$ cat src/rtl/b59_pkg.sv
package b59_pkg;

   localparam int MAX_BYTES = 32;
   localparam int CNT_W     = $clog2(MAX_BYTES + 1);
   localparam int BUF_AW    = (MAX_BYTES > 1) ? $clog2(MAX_BYTES) : 1;
   localparam int DIG_DEPTH = 64;
   localparam int DIG_AW    = $clog2(DIG_DEPTH);
   localparam int RADIX     = 59;

   localparam logic [6:0] CHAR_ONE = 7'h31;
   localparam logic [6:0] CHAR_NUL = 7'h00;

   localparam logic [RADIX*8-1:0] ALPHABET =
      "123456789ABCDEFGHJKLMNPQRSTUVWXYZabcdefghijkmnopqrstuvwxyz0";

   typedef enum logic [2:0] {
      ST_COLLECT,
      ST_DIV_CHECK,
      ST_DIV_RUN,
      ST_DIV_STORE,
      ST_ZERO,
      ST_DREAD,
      ST_DLOAD,
      ST_SEND
   } state_type;

   typedef struct packed {
      logic collect;
      logic pass_init;
      logic div_run;
      logic div_store;
      logic load_zero;
      logic dig_read;
      logic load_digit;
      logic load_err;
      logic msg_clear;
   } ctrl_type;

   typedef struct packed {
      logic ovf_now;
      logic div_done;
      logic pass_done;
      logic zero_left;
      logic out_taken;
      logic out_last;
   } stat_type;

   // one byte of long division by 59, restoring, one quotient bit per step
   function automatic logic [13:0] div_step(input logic [5:0] rem, input logic [7:0] data);
      logic [6:0] r;
      logic [7:0] q;
      r = {1'b0, rem};
      q = '0;
      for (int i = 7; i >= 0; i--) begin
         r = {r[5:0], data[i]};
         if (r >= 7'(RADIX)) begin
            r    = r - 7'(RADIX);
            q[i] = 1'b1;
         end
      end
      return {q, r[5:0]};
   endfunction

   function automatic logic [6:0] digit_char(input logic [5:0] d);
      logic [6:0] c;
      int         idx;
      c   = CHAR_NUL;
      idx = 0;
      if (d < 6'(RADIX)) begin
         idx = RADIX - 1 - int'(d);
         c   = ALPHABET[idx*8 +: 7];
      end
      return c;
   endfunction

endpackage

$ cat src/rtl/b59_ram.sv
module b59_ram #(
   parameter int WIDTH = 8,
   parameter int DEPTH = 32,
   parameter int AW    = (DEPTH > 1) ? $clog2(DEPTH) : 1
) (
   input  logic             clock,
   input  logic             wr_en,
   input  logic [AW-1:0]    wr_addr,
   input  logic [WIDTH-1:0] wr_data,
   input  logic             rd_en,
   input  logic [AW-1:0]    rd_addr,
   output logic [WIDTH-1:0] rd_data
);

   logic [WIDTH-1:0] mem_ff [DEPTH];
   logic [WIDTH-1:0] rd_data_ff;

   always_ff @(posedge clock) begin
      if (wr_en) begin
         mem_ff[wr_addr] <= wr_data;
      end
      if (rd_en) begin
         rd_data_ff <= mem_ff[rd_addr];
      end
   end

   assign rd_data = rd_data_ff;

endmodule

$ cat src/rtl/b59_datapath.sv
module b59_datapath (
   input  logic               clock,
   input  logic               reset,
   input  b59_pkg::ctrl_type  cmd,
   output b59_pkg::stat_type  stat,
   input  logic [7:0]         req_data_byte,
   input  logic               rsp_stall,
   output logic               rsp_valid,
   output logic [6:0]         rsp_out_char,
   output logic               rsp_last_char,
   output logic               rsp_overflow_error
);
   import b59_pkg::*;

   logic [CNT_W-1:0]  count_ff, count_in;
   logic [CNT_W-1:0]  lz_ff, lz_in;
   logic              ovf_ff, ovf_in;
   logic [CNT_W-1:0]  start_ff, start_in;
   logic [DIG_AW-1:0] nd_ff, nd_in;
   logic [CNT_W-1:0]  rd_idx_ff, rd_idx_in;
   logic [CNT_W-1:0]  wr_idx_ff, wr_idx_in;
   logic              rd_pend_ff, rd_pend_in;
   logic [5:0]        rem_ff, rem_in;
   logic              nz_seen_ff, nz_seen_in;
   logic [CNT_W-1:0]  new_start_ff, new_start_in;
   logic              rsp_valid_ff, rsp_valid_in;
   logic [6:0]        out_char_ff, out_char_in;
   logic              out_last_ff, out_last_in;
   logic              out_err_ff, out_err_in;

   logic              has_room;
   logic [13:0]       step;
   logic [7:0]        quo;
   logic [5:0]        rmd;

   logic              buf_we, buf_re;
   logic [BUF_AW-1:0] buf_waddr, buf_raddr;
   logic [7:0]        buf_wdata, buf_rdata;
   logic              dig_we, dig_re;
   logic [DIG_AW-1:0] dig_raddr;
   logic [5:0]        dig_rdata;

   assign has_room = count_ff < CNT_W'(MAX_BYTES);
   assign step     = div_step(rem_ff, buf_rdata);
   assign quo      = step[13:6];
   assign rmd      = step[5:0];

   assign buf_we    = (cmd.collect && has_room) || (cmd.div_run && rd_pend_ff);
   assign buf_waddr = cmd.collect ? count_ff[BUF_AW-1:0] : wr_idx_ff[BUF_AW-1:0];
   assign buf_wdata = cmd.collect ? req_data_byte : quo;
   assign buf_re    = cmd.div_run && (rd_idx_ff < count_ff);
   assign buf_raddr = rd_idx_ff[BUF_AW-1:0];

   assign dig_we    = cmd.div_store;
   assign dig_re    = cmd.dig_read;
   assign dig_raddr = nd_ff - DIG_AW'(1);

   b59_ram #(.WIDTH(8), .DEPTH(MAX_BYTES)) u_byte_ram (
      .clock   (clock),
      .wr_en   (buf_we),
      .wr_addr (buf_waddr),
      .wr_data (buf_wdata),
      .rd_en   (buf_re),
      .rd_addr (buf_raddr),
      .rd_data (buf_rdata)
   );

   b59_ram #(.WIDTH(6), .DEPTH(DIG_DEPTH)) u_digit_ram (
      .clock   (clock),
      .wr_en   (dig_we),
      .wr_addr (nd_ff),
      .wr_data (rem_ff),
      .rd_en   (dig_re),
      .rd_addr (dig_raddr),
      .rd_data (dig_rdata)
   );

   always_comb begin
      count_in     = count_ff;
      lz_in        = lz_ff;
      ovf_in       = ovf_ff;
      start_in     = start_ff;
      nd_in        = nd_ff;
      rd_idx_in    = rd_idx_ff;
      wr_idx_in    = wr_idx_ff;
      rd_pend_in   = rd_pend_ff;
      rem_in       = rem_ff;
      nz_seen_in   = nz_seen_ff;
      new_start_in = new_start_ff;
      rsp_valid_in = rsp_valid_ff;
      out_char_in  = out_char_ff;
      out_last_in  = out_last_ff;
      out_err_in   = out_err_ff;

      if (cmd.collect) begin
         if (has_room) begin
            if (req_data_byte == 8'd0 && lz_ff == count_ff) begin
               lz_in = lz_ff + CNT_W'(1);
            end
            count_in = count_ff + CNT_W'(1);
         end else begin
            ovf_in = 1'b1;
         end
         start_in = lz_in;
         nd_in    = '0;
      end

      if (cmd.pass_init) begin
         rd_idx_in    = start_ff;
         rd_pend_in   = 1'b0;
         rem_in       = '0;
         nz_seen_in   = 1'b0;
         new_start_in = count_ff;
      end

      if (cmd.div_run) begin
         rd_pend_in = buf_re;
         wr_idx_in  = rd_idx_ff;
         if (buf_re) begin
            rd_idx_in = rd_idx_ff + CNT_W'(1);
         end
         if (rd_pend_ff) begin
            rem_in = rmd;
            if (quo != 8'd0 && !nz_seen_ff) begin
               nz_seen_in   = 1'b1;
               new_start_in = wr_idx_ff;
            end
         end
      end

      if (cmd.div_store) begin
         nd_in    = nd_ff + DIG_AW'(1);
         start_in = new_start_ff;
      end

      if (cmd.dig_read) begin
         nd_in = nd_ff - DIG_AW'(1);
      end

      if (stat.out_taken) begin
         rsp_valid_in = 1'b0;
      end

      if (cmd.load_zero) begin
         rsp_valid_in = 1'b1;
         out_char_in  = CHAR_ONE;
         out_last_in  = (lz_ff == CNT_W'(1)) && (nd_ff == '0);
         out_err_in   = 1'b0;
         lz_in        = lz_ff - CNT_W'(1);
      end

      if (cmd.load_digit) begin
         rsp_valid_in = 1'b1;
         out_char_in  = digit_char(dig_rdata);
         out_last_in  = nd_ff == '0;
         out_err_in   = 1'b0;
      end

      if (cmd.load_err) begin
         rsp_valid_in = 1'b1;
         out_char_in  = CHAR_NUL;
         out_last_in  = 1'b1;
         out_err_in   = 1'b1;
      end

      if (cmd.msg_clear) begin
         count_in = '0;
         lz_in    = '0;
         ovf_in   = 1'b0;
         nd_in    = '0;
      end
   end

   always_ff @(posedge clock) begin
      if (reset) begin
         count_ff     <= '0;
         lz_ff        <= '0;
         ovf_ff       <= 1'b0;
         nd_ff        <= '0;
         rd_pend_ff   <= 1'b0;
         rsp_valid_ff <= 1'b0;
      end else begin
         count_ff     <= count_in;
         lz_ff        <= lz_in;
         ovf_ff       <= ovf_in;
         nd_ff        <= nd_in;
         rd_pend_ff   <= rd_pend_in;
         rsp_valid_ff <= rsp_valid_in;
      end
      start_ff     <= start_in;
      rd_idx_ff    <= rd_idx_in;
      wr_idx_ff    <= wr_idx_in;
      rem_ff       <= rem_in;
      nz_seen_ff   <= nz_seen_in;
      new_start_ff <= new_start_in;
      out_char_ff  <= out_char_in;
      out_last_ff  <= out_last_in;
      out_err_ff   <= out_err_in;
   end

   always_comb begin
      stat.ovf_now   = ovf_ff || !has_room;
      stat.div_done  = start_ff >= count_ff;
      stat.pass_done = rd_pend_ff && (wr_idx_ff == count_ff - CNT_W'(1));
      stat.zero_left = lz_ff != '0;
      stat.out_taken = rsp_valid_ff && !rsp_stall;
      stat.out_last  = out_last_ff;
   end

   assign rsp_valid          = rsp_valid_ff;
   assign rsp_out_char       = out_char_ff;
   assign rsp_last_char      = out_last_ff;
   assign rsp_overflow_error = out_err_ff;

endmodule

$ cat src/rtl/b59_control.sv
module b59_control (
   input  logic              clock,
   input  logic              reset,
   input  logic              req_valid,
   input  logic              req_last_byte,
   output logic              req_stall,
   input  b59_pkg::stat_type stat,
   output b59_pkg::ctrl_type cmd
);
   import b59_pkg::*;

   state_type state_ff, state_in;

   always_comb begin
      state_in = state_ff;
      case (state_ff)
         ST_COLLECT: begin
            if (req_valid && req_last_byte) begin
               state_in = stat.ovf_now ? ST_SEND : ST_DIV_CHECK;
            end
         end
         ST_DIV_CHECK: begin
            if (stat.div_done) begin
               state_in = stat.zero_left ? ST_ZERO : ST_DREAD;
            end else begin
               state_in = ST_DIV_RUN;
            end
         end
         ST_DIV_RUN: begin
            if (stat.pass_done) begin
               state_in = ST_DIV_STORE;
            end
         end
         ST_DIV_STORE: state_in = ST_DIV_CHECK;
         ST_ZERO:      state_in = ST_SEND;
         ST_DREAD:     state_in = ST_DLOAD;
         ST_DLOAD:     state_in = ST_SEND;
         ST_SEND: begin
            if (stat.out_taken) begin
               if (stat.out_last) begin
                  state_in = ST_COLLECT;
               end else if (stat.zero_left) begin
                  state_in = ST_ZERO;
               end else begin
                  state_in = ST_DREAD;
               end
            end
         end
         default: state_in = ST_COLLECT;
      endcase
   end

   always_comb begin
      cmd       = '0;
      req_stall = 1'b1;
      case (state_ff)
         ST_COLLECT: begin
            req_stall    = 1'b0;
            cmd.collect  = req_valid;
            cmd.load_err = req_valid && req_last_byte && stat.ovf_now;
         end
         ST_DIV_CHECK: cmd.pass_init  = !stat.div_done;
         ST_DIV_RUN:   cmd.div_run    = 1'b1;
         ST_DIV_STORE: cmd.div_store  = 1'b1;
         ST_ZERO:      cmd.load_zero  = 1'b1;
         ST_DREAD:     cmd.dig_read   = 1'b1;
         ST_DLOAD:     cmd.load_digit = 1'b1;
         ST_SEND:      cmd.msg_clear  = stat.out_taken && stat.out_last;
         default: begin
            cmd       = '0;
            req_stall = 1'b1;
         end
      endcase
   end

   always_ff @(posedge clock) begin
      if (reset) begin
         state_ff <= ST_COLLECT;
      end else begin
         state_ff <= state_in;
      end
   end

endmodule

$ cat src/rtl/base59_encoder.sv
// Bytes are taken one per cycle while req_stall is low; no result until the byte marked last.
// Conversion: one division pass per base-59 digit over the live bytes, each pass on the
// single byte RAM port pair. Output: a leading '1' via ZERO, SEND; a digit via DREAD,
// DLOAD, SEND; SEND waits on rsp_stall; the overflow report is loaded in COLLECT.
// One message at a time: req_stall is high from the last byte until the last transfer.
// Reset (synchronous): clears state, the byte, zero and digit counters and rsp_valid; RAM contents are not cleared.
module base59_encoder (
   input  logic       clock,
   input  logic       reset,
   input  logic       req_valid,
   output logic       req_stall,
   input  logic [7:0] req_data_byte,
   input  logic       req_last_byte,
   output logic       rsp_valid,
   input  logic       rsp_stall,
   output logic [6:0] rsp_out_char,
   output logic       rsp_last_char,
   output logic       rsp_overflow_error
);
   import b59_pkg::*;

   ctrl_type cmd;
   stat_type stat;

   b59_control u_control (
      .clock         (clock),
      .reset         (reset),
      .req_valid     (req_valid),
      .req_last_byte (req_last_byte),
      .req_stall     (req_stall),
      .stat          (stat),
      .cmd           (cmd)
   );

   b59_datapath u_datapath (
      .clock              (clock),
      .reset              (reset),
      .cmd                (cmd),
      .stat               (stat),
      .req_data_byte      (req_data_byte),
      .rsp_stall          (rsp_stall),
      .rsp_valid          (rsp_valid),
      .rsp_out_char       (rsp_out_char),
      .rsp_last_char      (rsp_last_char),
      .rsp_overflow_error (rsp_overflow_error)
   );

endmodule
$ cat config.mk
export PLATFORM = sky130hd
export DESIGN_NAME = base59_encoder
export DESIGN_NICKNAME = d
export VERILOG_FILES = /design/src/rtl/b59_pkg.sv /design/src/rtl/b59_ram.sv /design/src/rtl/b59_datapath.sv /design/src/rtl/b59_control.sv /design/src/rtl/base59_encoder.sv
export SDC_FILE = /design/constraint.sdc
export NUM_CORES = 1
export LEC_CHECK = 0
export BUFFER_PORTS_ARGS = -buffer_cell sky130_fd_sc_hd__buf_2
export CELL_PAD_IN_SITES_DETAIL_PLACEMENT = 1
export CELL_PAD_IN_SITES_GLOBAL_PLACEMENT = 1
export CORE_ASPECT_RATIO = 1.1
export CORE_MARGIN = 4
export CORE_UTILIZATION = 50
export DETAILED_ROUTE_END_ITERATION = 12
export GPL_ROUTABILITY_DRIVEN = 0
export HOLD_SLACK_MARGIN = 0.06
export PLACE_DENSITY_LB_ADDON = 0.1
export SLEW_MARGIN = 30
export SYNTH_ARGS = -nofsm -noshare
export SYNTH_HDL_FRONTEND = slang
export SYNTH_SLANG_ARGS = --single-unit
export TNS_END_PERCENT = 10
$ cat constraint.sdc
create_clock -name clock -period 20.5 [get_ports clock]
set_input_delay 2.05 -clock clock [delete_from_list [all_inputs] [get_ports clock]]
set_output_delay 2.05 -clock clock [all_outputs]
set_load 0.01 [all_outputs]
# Word-level counts from Yosys, hierarchy flattened
# Memories as Yosys holds them, arrays and structs flattened. A register that Yosys moved wholly into a read port is not among the register bits.
# Index checks and enable logic that the tools add are counted.
dict set report classes {
  n_addsub 16
  magnitude_cmp 12
  n_eq_ne 13
  shifts 1
  muxes 75
  n_bitwise 1
  reduce_logical 33
}
# cell n
set op_table {}
lappend op_table {{$shiftx 472x32->7 const A} 1}
lappend op_table {{$mux 6} 26}
lappend op_table {{$ge 7x6->1 const B} 8}
lappend op_table {{$sub 6x6->6 const B} 8}
lappend op_table {{$mux 1} 37}
lappend op_table {{$add 6x1->6 const B} 4}
lappend op_table {{$mux 7} 3}
lappend op_table {{$pmux 3 s7} 1}
lappend op_table {{$mux 3} 6}
lappend op_table {{$sub 6x1->6 const B} 3}
lappend op_table {{$eq 3x3->1 const B} 4}
lappend op_table {{$eq 6x6->1} 2}
lappend op_table {{$lt 6x6->1 const B} 2}
lappend op_table {{$logic_and 1x1->1} 11}
lappend op_table {{$logic_not 8->1} 1}
lappend op_table {{$mux 8} 1}
lappend op_table {{$reduce_bool 2->1} 4}
lappend op_table {{$reduce_bool 8->1} 1}
lappend op_table {{$sub 6x6->7 const A} 1}
lappend op_table {{$eq 3x2->1 const B} 2}
lappend op_table {{$eq 6x1->1 const B} 1}
lappend op_table {{$ge 6x6->1} 1}
lappend op_table {{$logic_not 6->1} 1}
lappend op_table {{$lt 6x6->1} 1}
lappend op_table {{14 further kinds} 21}
dict set report totals {
  ff_bits 64
  ram_bits 640
  input_bits 13
  wordCells 169
  n_memories 2
}
# memory depth word_bits rd rd_clocked_by_memory_dff wr line_no
set memory_table {}
lappend memory_table {u_datapath.u_digit_ram.mem_ff 64 6 1 1 1 b59_ram.sv:15} ;# logic [WIDTH-1:0] mem_ff [DEPTH];
lappend memory_table {u_datapath.u_byte_ram.mem_ff 32 8 1 1 1 b59_ram.sv:15}

# Longest topological paths before layout
dict set report depth {
  depth_word 21
  ltp_mapped 43
  depth_no_buf 41
}

# By module
# From an unflattened synthesis, not the netlist that was laid out.
dict set report unflattened {
  cells_unflattened 2031
  area_unflattened_um2 32374.8
}
# mod n_inst cells_per_inst area_per_inst_um2 seq_area_each_um2
set modules_own_cells {}
lappend modules_own_cells {{b59_ram (u_datapath.u_digit_ram)} 1 720 15285.9 11711.2}
lappend modules_own_cells {{b59_ram (u_datapath.u_byte_ram)} 1 417 10133.5 7927.6}
lappend modules_own_cells {b59_datapath 1 854 6658.9 1341.3}
lappend modules_own_cells {b59_control 1 40 296.5 60.1}

# Least setup slack after synthesis
# No wires, ideal clock.
dict set report synth_timing {
  kind {register to register}
  startpoint {reg u_datapath.rem_ff[0]}
  endpoint {mem u_datapath.u_byte_ram.mem_ff[0][0] (data pin)}
  setup_time_ps 468
  arrival_time_ps 10923
  required_ps 20032
  slack_ps 9110
  path_stages_with_launch 43
  period_less_slack_ps 11390
  path_cell_list {dfxtp_1 ha_1 o2111a_1 o21ai_0 o21ai_0 ha_1 nor2_4 and3_4 nor2_1 xnor2_1 ha_1 a211oi_1 nor2_1 xnor2_1 ha_1 inv_1 nand2_1 a221o_1 (+7 left out) ha_1 buf_1 nor2_1 mux2_2 a211oi_1 nor2_1 xnor2_1 ha_1 inv_1 o31ai_2 or4_4 and2_1 buf_6 xor2_1 ha_1 nand3b_1 nor3_2 o31ai_1}
}
dict set report synth_via {
  elab_chain_len 17
  elab_cells_between_ends 24
  classes_between {add/sub (7); order compare (8); mux (9)}
}
# element line_no
set synth_lines {}
lappend synth_lines {{from (decl)} b59_datapath.sv:23} ;# logic [5:0] rem_ff, rem_in;
lappend synth_lines {{from (signal assigned)} b59_datapath.sv:193} ;# rem_ff <= rem_in;
lappend synth_lines {{$sub 6x6->6 / $ge 7x6->1 (equally long branches)} {b59_pkg.sv:57, b59_pkg.sv:56}}
lappend synth_lines {{$mux 6 (*)} b59_pkg.sv:56} ;# if (r >= 7'(RADIX)) begin
lappend synth_lines {{$sub 6x6->6 / $ge 7x6->1 (equally long branches)} {b59_pkg.sv:57, b59_pkg.sv:56}}
lappend synth_lines {{$mux 6 (*)} b59_pkg.sv:56}
lappend synth_lines {{$sub 6x6->6 / $ge 7x6->1 (equally long branches)} {b59_pkg.sv:57, b59_pkg.sv:56}}
lappend synth_lines {{$mux 6 (*)} b59_pkg.sv:56}
lappend synth_lines {{$sub 6x6->6 / $ge 7x6->1 (equally long branches)} {b59_pkg.sv:57, b59_pkg.sv:56}}
lappend synth_lines {{$mux 6 (*)} b59_pkg.sv:56}
lappend synth_lines {{(+2 left out)} -}
lappend synth_lines {{$ge 7x6->1 / $sub 6x6->6 (equally long branches)} {b59_pkg.sv:56, b59_pkg.sv:57}}
lappend synth_lines {{$mux 6 (*)} b59_pkg.sv:56}
lappend synth_lines {{$sub 6x6->6 / $ge 7x6->1 (equally long branches)} {b59_pkg.sv:57, b59_pkg.sv:56}}
lappend synth_lines {{$mux 6 (*)} b59_pkg.sv:56}
lappend synth_lines {{$ge 7x6->1 (*)} b59_pkg.sv:56}
lappend synth_lines {{$mux 1 (*)} b59_pkg.sv:56}
lappend synth_lines {{$mux 8 (*)} b59_datapath.sv:50} ;# assign buf_wdata = cmd.collect ? req_data_byte : quo;
lappend synth_lines {{named net u_datapath.buf_wdata[0]} b59_datapath.sv:38} ;# logic [7:0] buf_wdata, buf_rdata;
lappend synth_lines {{to (decl)} b59_ram.sv:15}
# The timed path passes the listed nets; every way through them passes the cells marked *.

# Worst setup path in the final report
dict set report layout_timing {
  startpoint {reg u_datapath.rem_ff[0]}
  endpoint {mem u_datapath.u_byte_ram.mem_ff[23][0] (data pin)}
}
# The elaborated chain is that of the path after synthesis.

==> reports/results.tsv <==
stage	metric	value	unit
clocking	post-CTS setup buffers	0	
floorplan	die width	248	µm
synthesis	Synth Area in Simple Gates	0.0690	
synthesis	Syn Area/Cell	16.4	µm²
pwr	VDD IR-drop max	0.110	mV
final_layout	Multi-input gate area	10400	µm²
min_path	HP Class	flop to flop	
synthesis	Post-synth EDFFs	666	
synthesis	count of distinct cell types in the synthesized netlist	91	
floorplan	Row Count	96	
routing	final WL	77.0	mm
synthesis	Ys Warns	0	
routing	vias per cell	6.19	
synthesis	Cells after Synth	1941	
pwr	Pwr per Cell Area	156	nW/µm²
clocking	clock-pin transition on the worst setup and hold timing paths	60	ps
clocking	CTS tree	done	
synthesis	largest family of logic cells by synthesized area	multiplexers	
clocking	worst skew pair latency	620	ps
synthesis	flops & latches, synth	718	
routing	First-pass DRT Iterations	7	
timing	worst-margin pin slew	985	ps
synthesis	Adder-Cell Fraction of Synth Area	0.0118	
pwr	Pleak	11.1	nW
timing	fin crit share	0.566	
critical_path	crit path kind	flop to flop	
timing	Final Critical Period	11610	ps
clocking	H-tree level count	3	
clocking	clock buffer depth	3	
status	status	finished clean	
routing	DRC	0	
clocking	post-cts resize count	0	
timing	skew final	20.4	ps
critical_path	critical path arrival	11960	ps
floorplan	Die Height	272	µm
final_layout	nets@finish	2005	
floorplan	core area	62700	µm²
final_layout	antenna diode count	0	
clocking	hold_buf cts	0	
final_layout	Post-Layout Cell Count	2849	
grt	vias in the first global route	18800	
timing	Final Setup Violations	0	
grt	GR Overflow Total	0	
placed_design	number of port buffers	23	
placed_design	dpl cells	2717	
synthesis	sequential-to-total area share from yosys stat	0.662	
final_layout	FF+latch area	21100	µm²
critical_path	Top cell by count, worst path	ha_1	
routing	initial DRC count	1188	
timing	Max-slew headroom	0.341	
synthesis	post-synthesis cell area	31800	µm²
run	max-cap violations	0	
routing	vias	17600	
synthesis	Synth Area in Compound Gates	0.0645	
synthesis	Main synth FF type	edfxtp_1	
synthesis	ys async rst share	0	
critical_path	crit start category	flop	
final_layout	fill count	5734	
routing	post-route ant nets	0	
floorplan	I/O pin cnt	24	
final_layout	area grow syn2layout	11.0	%
timing	Final Hold Viols	0	
timing	unrepaired setup endpoints after global routing	false	
synthesis	Post-Synth XOR/XNOR Area	0.0179	
critical_path	worst-path fanout max	71	
clocking	Num CTS Buffers	75	
timing	fmax	86.1	MHz
floorplan	die area	67700	µm²
grt	first-pass GRT wire length	119	mm
floorplan	starting density of the core	0.507	
timing	Fin Setup TNS	0	ps
placed_design	final HPWL from detailed placement	52.1	mm
clocking	CTS sink cnt	718	
final_layout	layout cell share with drive strength beyond 1	0.222	
critical_path	slowest CP cell	dfxtp_4	
clocking	CTS root buf	clkbuf_16	
routing	drt wl/cell	27.0	µm
timing	Slew Limit Fails	0	
critical_path	CP required	20850	ps
synthesis	Mapped Nets	1984	
grt	GR Util All Layers	0.234	
critical_path	Worst Setup End Kind	flop	
grt	largest net degree at the start of global routing	76	
synthesis	mux cell area share after synthesis	0.158	
grt	antenna violations before repair	0	
critical_path	max incr delay on CP	790	ps
[stage by stage]
stage          hold slack [ps]  instance area [µm²]   util  power (mW)  setup slack, ps
2_1_floorplan              435                31800      -        3.53             9110
3_3_place_gp               432                32800  0.523        4.13             8930
3_5_place_dp               465                32800  0.524        4.20             8670
4_1_cts                    482                35200  0.562        5.53             8610
5_1_grt                    497                35300  0.562        5.79             7880
6_report                   478                35300  0.562        5.49             8890
[sequential cells by signal (all words and copies together) (netlist names)]
| register | count |
|---|---|
| u_datapath.ovf_ff | 1 |
| u_datapath.count_ff | 6 |
| u_datapath.u_byte_ram.rd_data | 8 |
| u_datapath.rsp_out_char | 7 |
| u_datapath.rsp_valid | 1 |
| u_datapath.rd_idx_ff | 6 |
| u_datapath.start_ff | 6 |
| u_datapath.rd_pend_ff | 1 |
| u_datapath.nz_seen_ff | 1 |
| u_datapath.wr_idx_ff | 6 |
| u_datapath.u_digit_ram.mem_ff | 384 |
| u_datapath.rsp_overflow_error | 1 |
| u_datapath.new_start_ff | 6 |
| u_datapath.nd_ff | 6 |
| u_datapath.lz_ff | 6 |
| u_datapath.rem_ff | 6 |
| u_control.state_ff | 3 |
| u_datapath.u_byte_ram.mem_ff | 256 |
| u_datapath.u_digit_ram.rd_data | 6 |
| u_datapath.rsp_last_char | 1 |
[cell usage in the layout, fill, tap and decap left out, drive strengths merged, types with 17 or more instances in the layout]
cell type | synthesis | final
a21oi | 71 | 71
buf | 22 | 50
clkbuf | 84 | 103
clkinv | 0 | 18
dfxtp | 52 | 52
edfxtp | 666 | 666
ha | 30 | 30
inv | 26 | 32
mux2 | 20 | 20
mux4 | 206 | 206
nand2 | 103 | 103
nand3 | 38 | 38
nor2 | 177 | 177
nor3 | 26 | 26
nor4 | 17 | 17
o21ai | 68 | 68
xnor2 | 46 | 46
xor2 | 19 | 19
[worst max-delay path, delay by kind of cell (launching register included)]
kind,cells,cell delay (ps)
and+or+nand+nor,14,3370
muxes,2,630
xor gates and xnor gates,4,790
DFF,1,790
buffers and inverters,3,440
adders and majority gates,8,2610
AOI/OAI and AO/OA,10,2600
[power breakdown]
part           switching (mW)  total (mW)  internal (mW)
clock                   0.557        1.32          0.767
combinational            1.30        2.08          0.788
sequential              0.124        2.09           1.96
[synth_stat cells, drive strengths merged, types with 17 or more instances]
cell,count,area [µm²]
edfxtp,666,20000
mux4,206,4640
nor2,177,672
nand2,103,392
clkbuf,84,315
a21oi,71,367
o21ai,68,374
dfxtp,52,1040
xnor2,46,403
nand3,38,190
ha,30,375
inv,26,97.6
nor3,26,135
buf,22,105
mux2,20,255
xor2,19,166
nor4,17,113
[worst paths after layout]
path	from	to	slack, ps	cells past startpoint
max	u_datapath.rem_ff[0]	u_datapath.u_byte_ram.mem_ff[23][0]	8890	41
min	u_datapath.ovf_ff	u_datapath.ovf_ff	480	2
max reg2reg	u_datapath.rem_ff[0]	u_datapath.u_byte_ram.mem_ff[23][0]	8890	41
min reg2reg	u_datapath.ovf_ff	u_datapath.ovf_ff	480	2
[kinds of logic (layout without fill, tap and decap cells)]
group                    after synthesis  count (layout)
buffers and inverters                132             207
XOR/XNOR                              65              65
AO/OA/AOI/OAI                        293             293
AND/OR/NAND/NOR                      463             463
flip-flops                           718             718
adder cells (fa/ha/maj)               30              30
multiplexers                         240             240
[area by class of cell]
cell class,instances,share of cell area
clock buffer,103,0.0592
clock inverter,28,0.00802
inverter,26,0.00277
multi-input combinational,1091,0.294
sequential,718,0.597
tap,833,0.0296
timing repair buffer,50,0.00912
[layer usage]
metal,track usage,wire length (µm),vias up
met3,0.0329,3160,139
met1,0.292,29900,9196
met2,0.417,41100,448
met4,0.0840,2760,0
met5,0,0,-
li1,-,-,7864
Note: power is estimated with default switching activity, not from simulation.
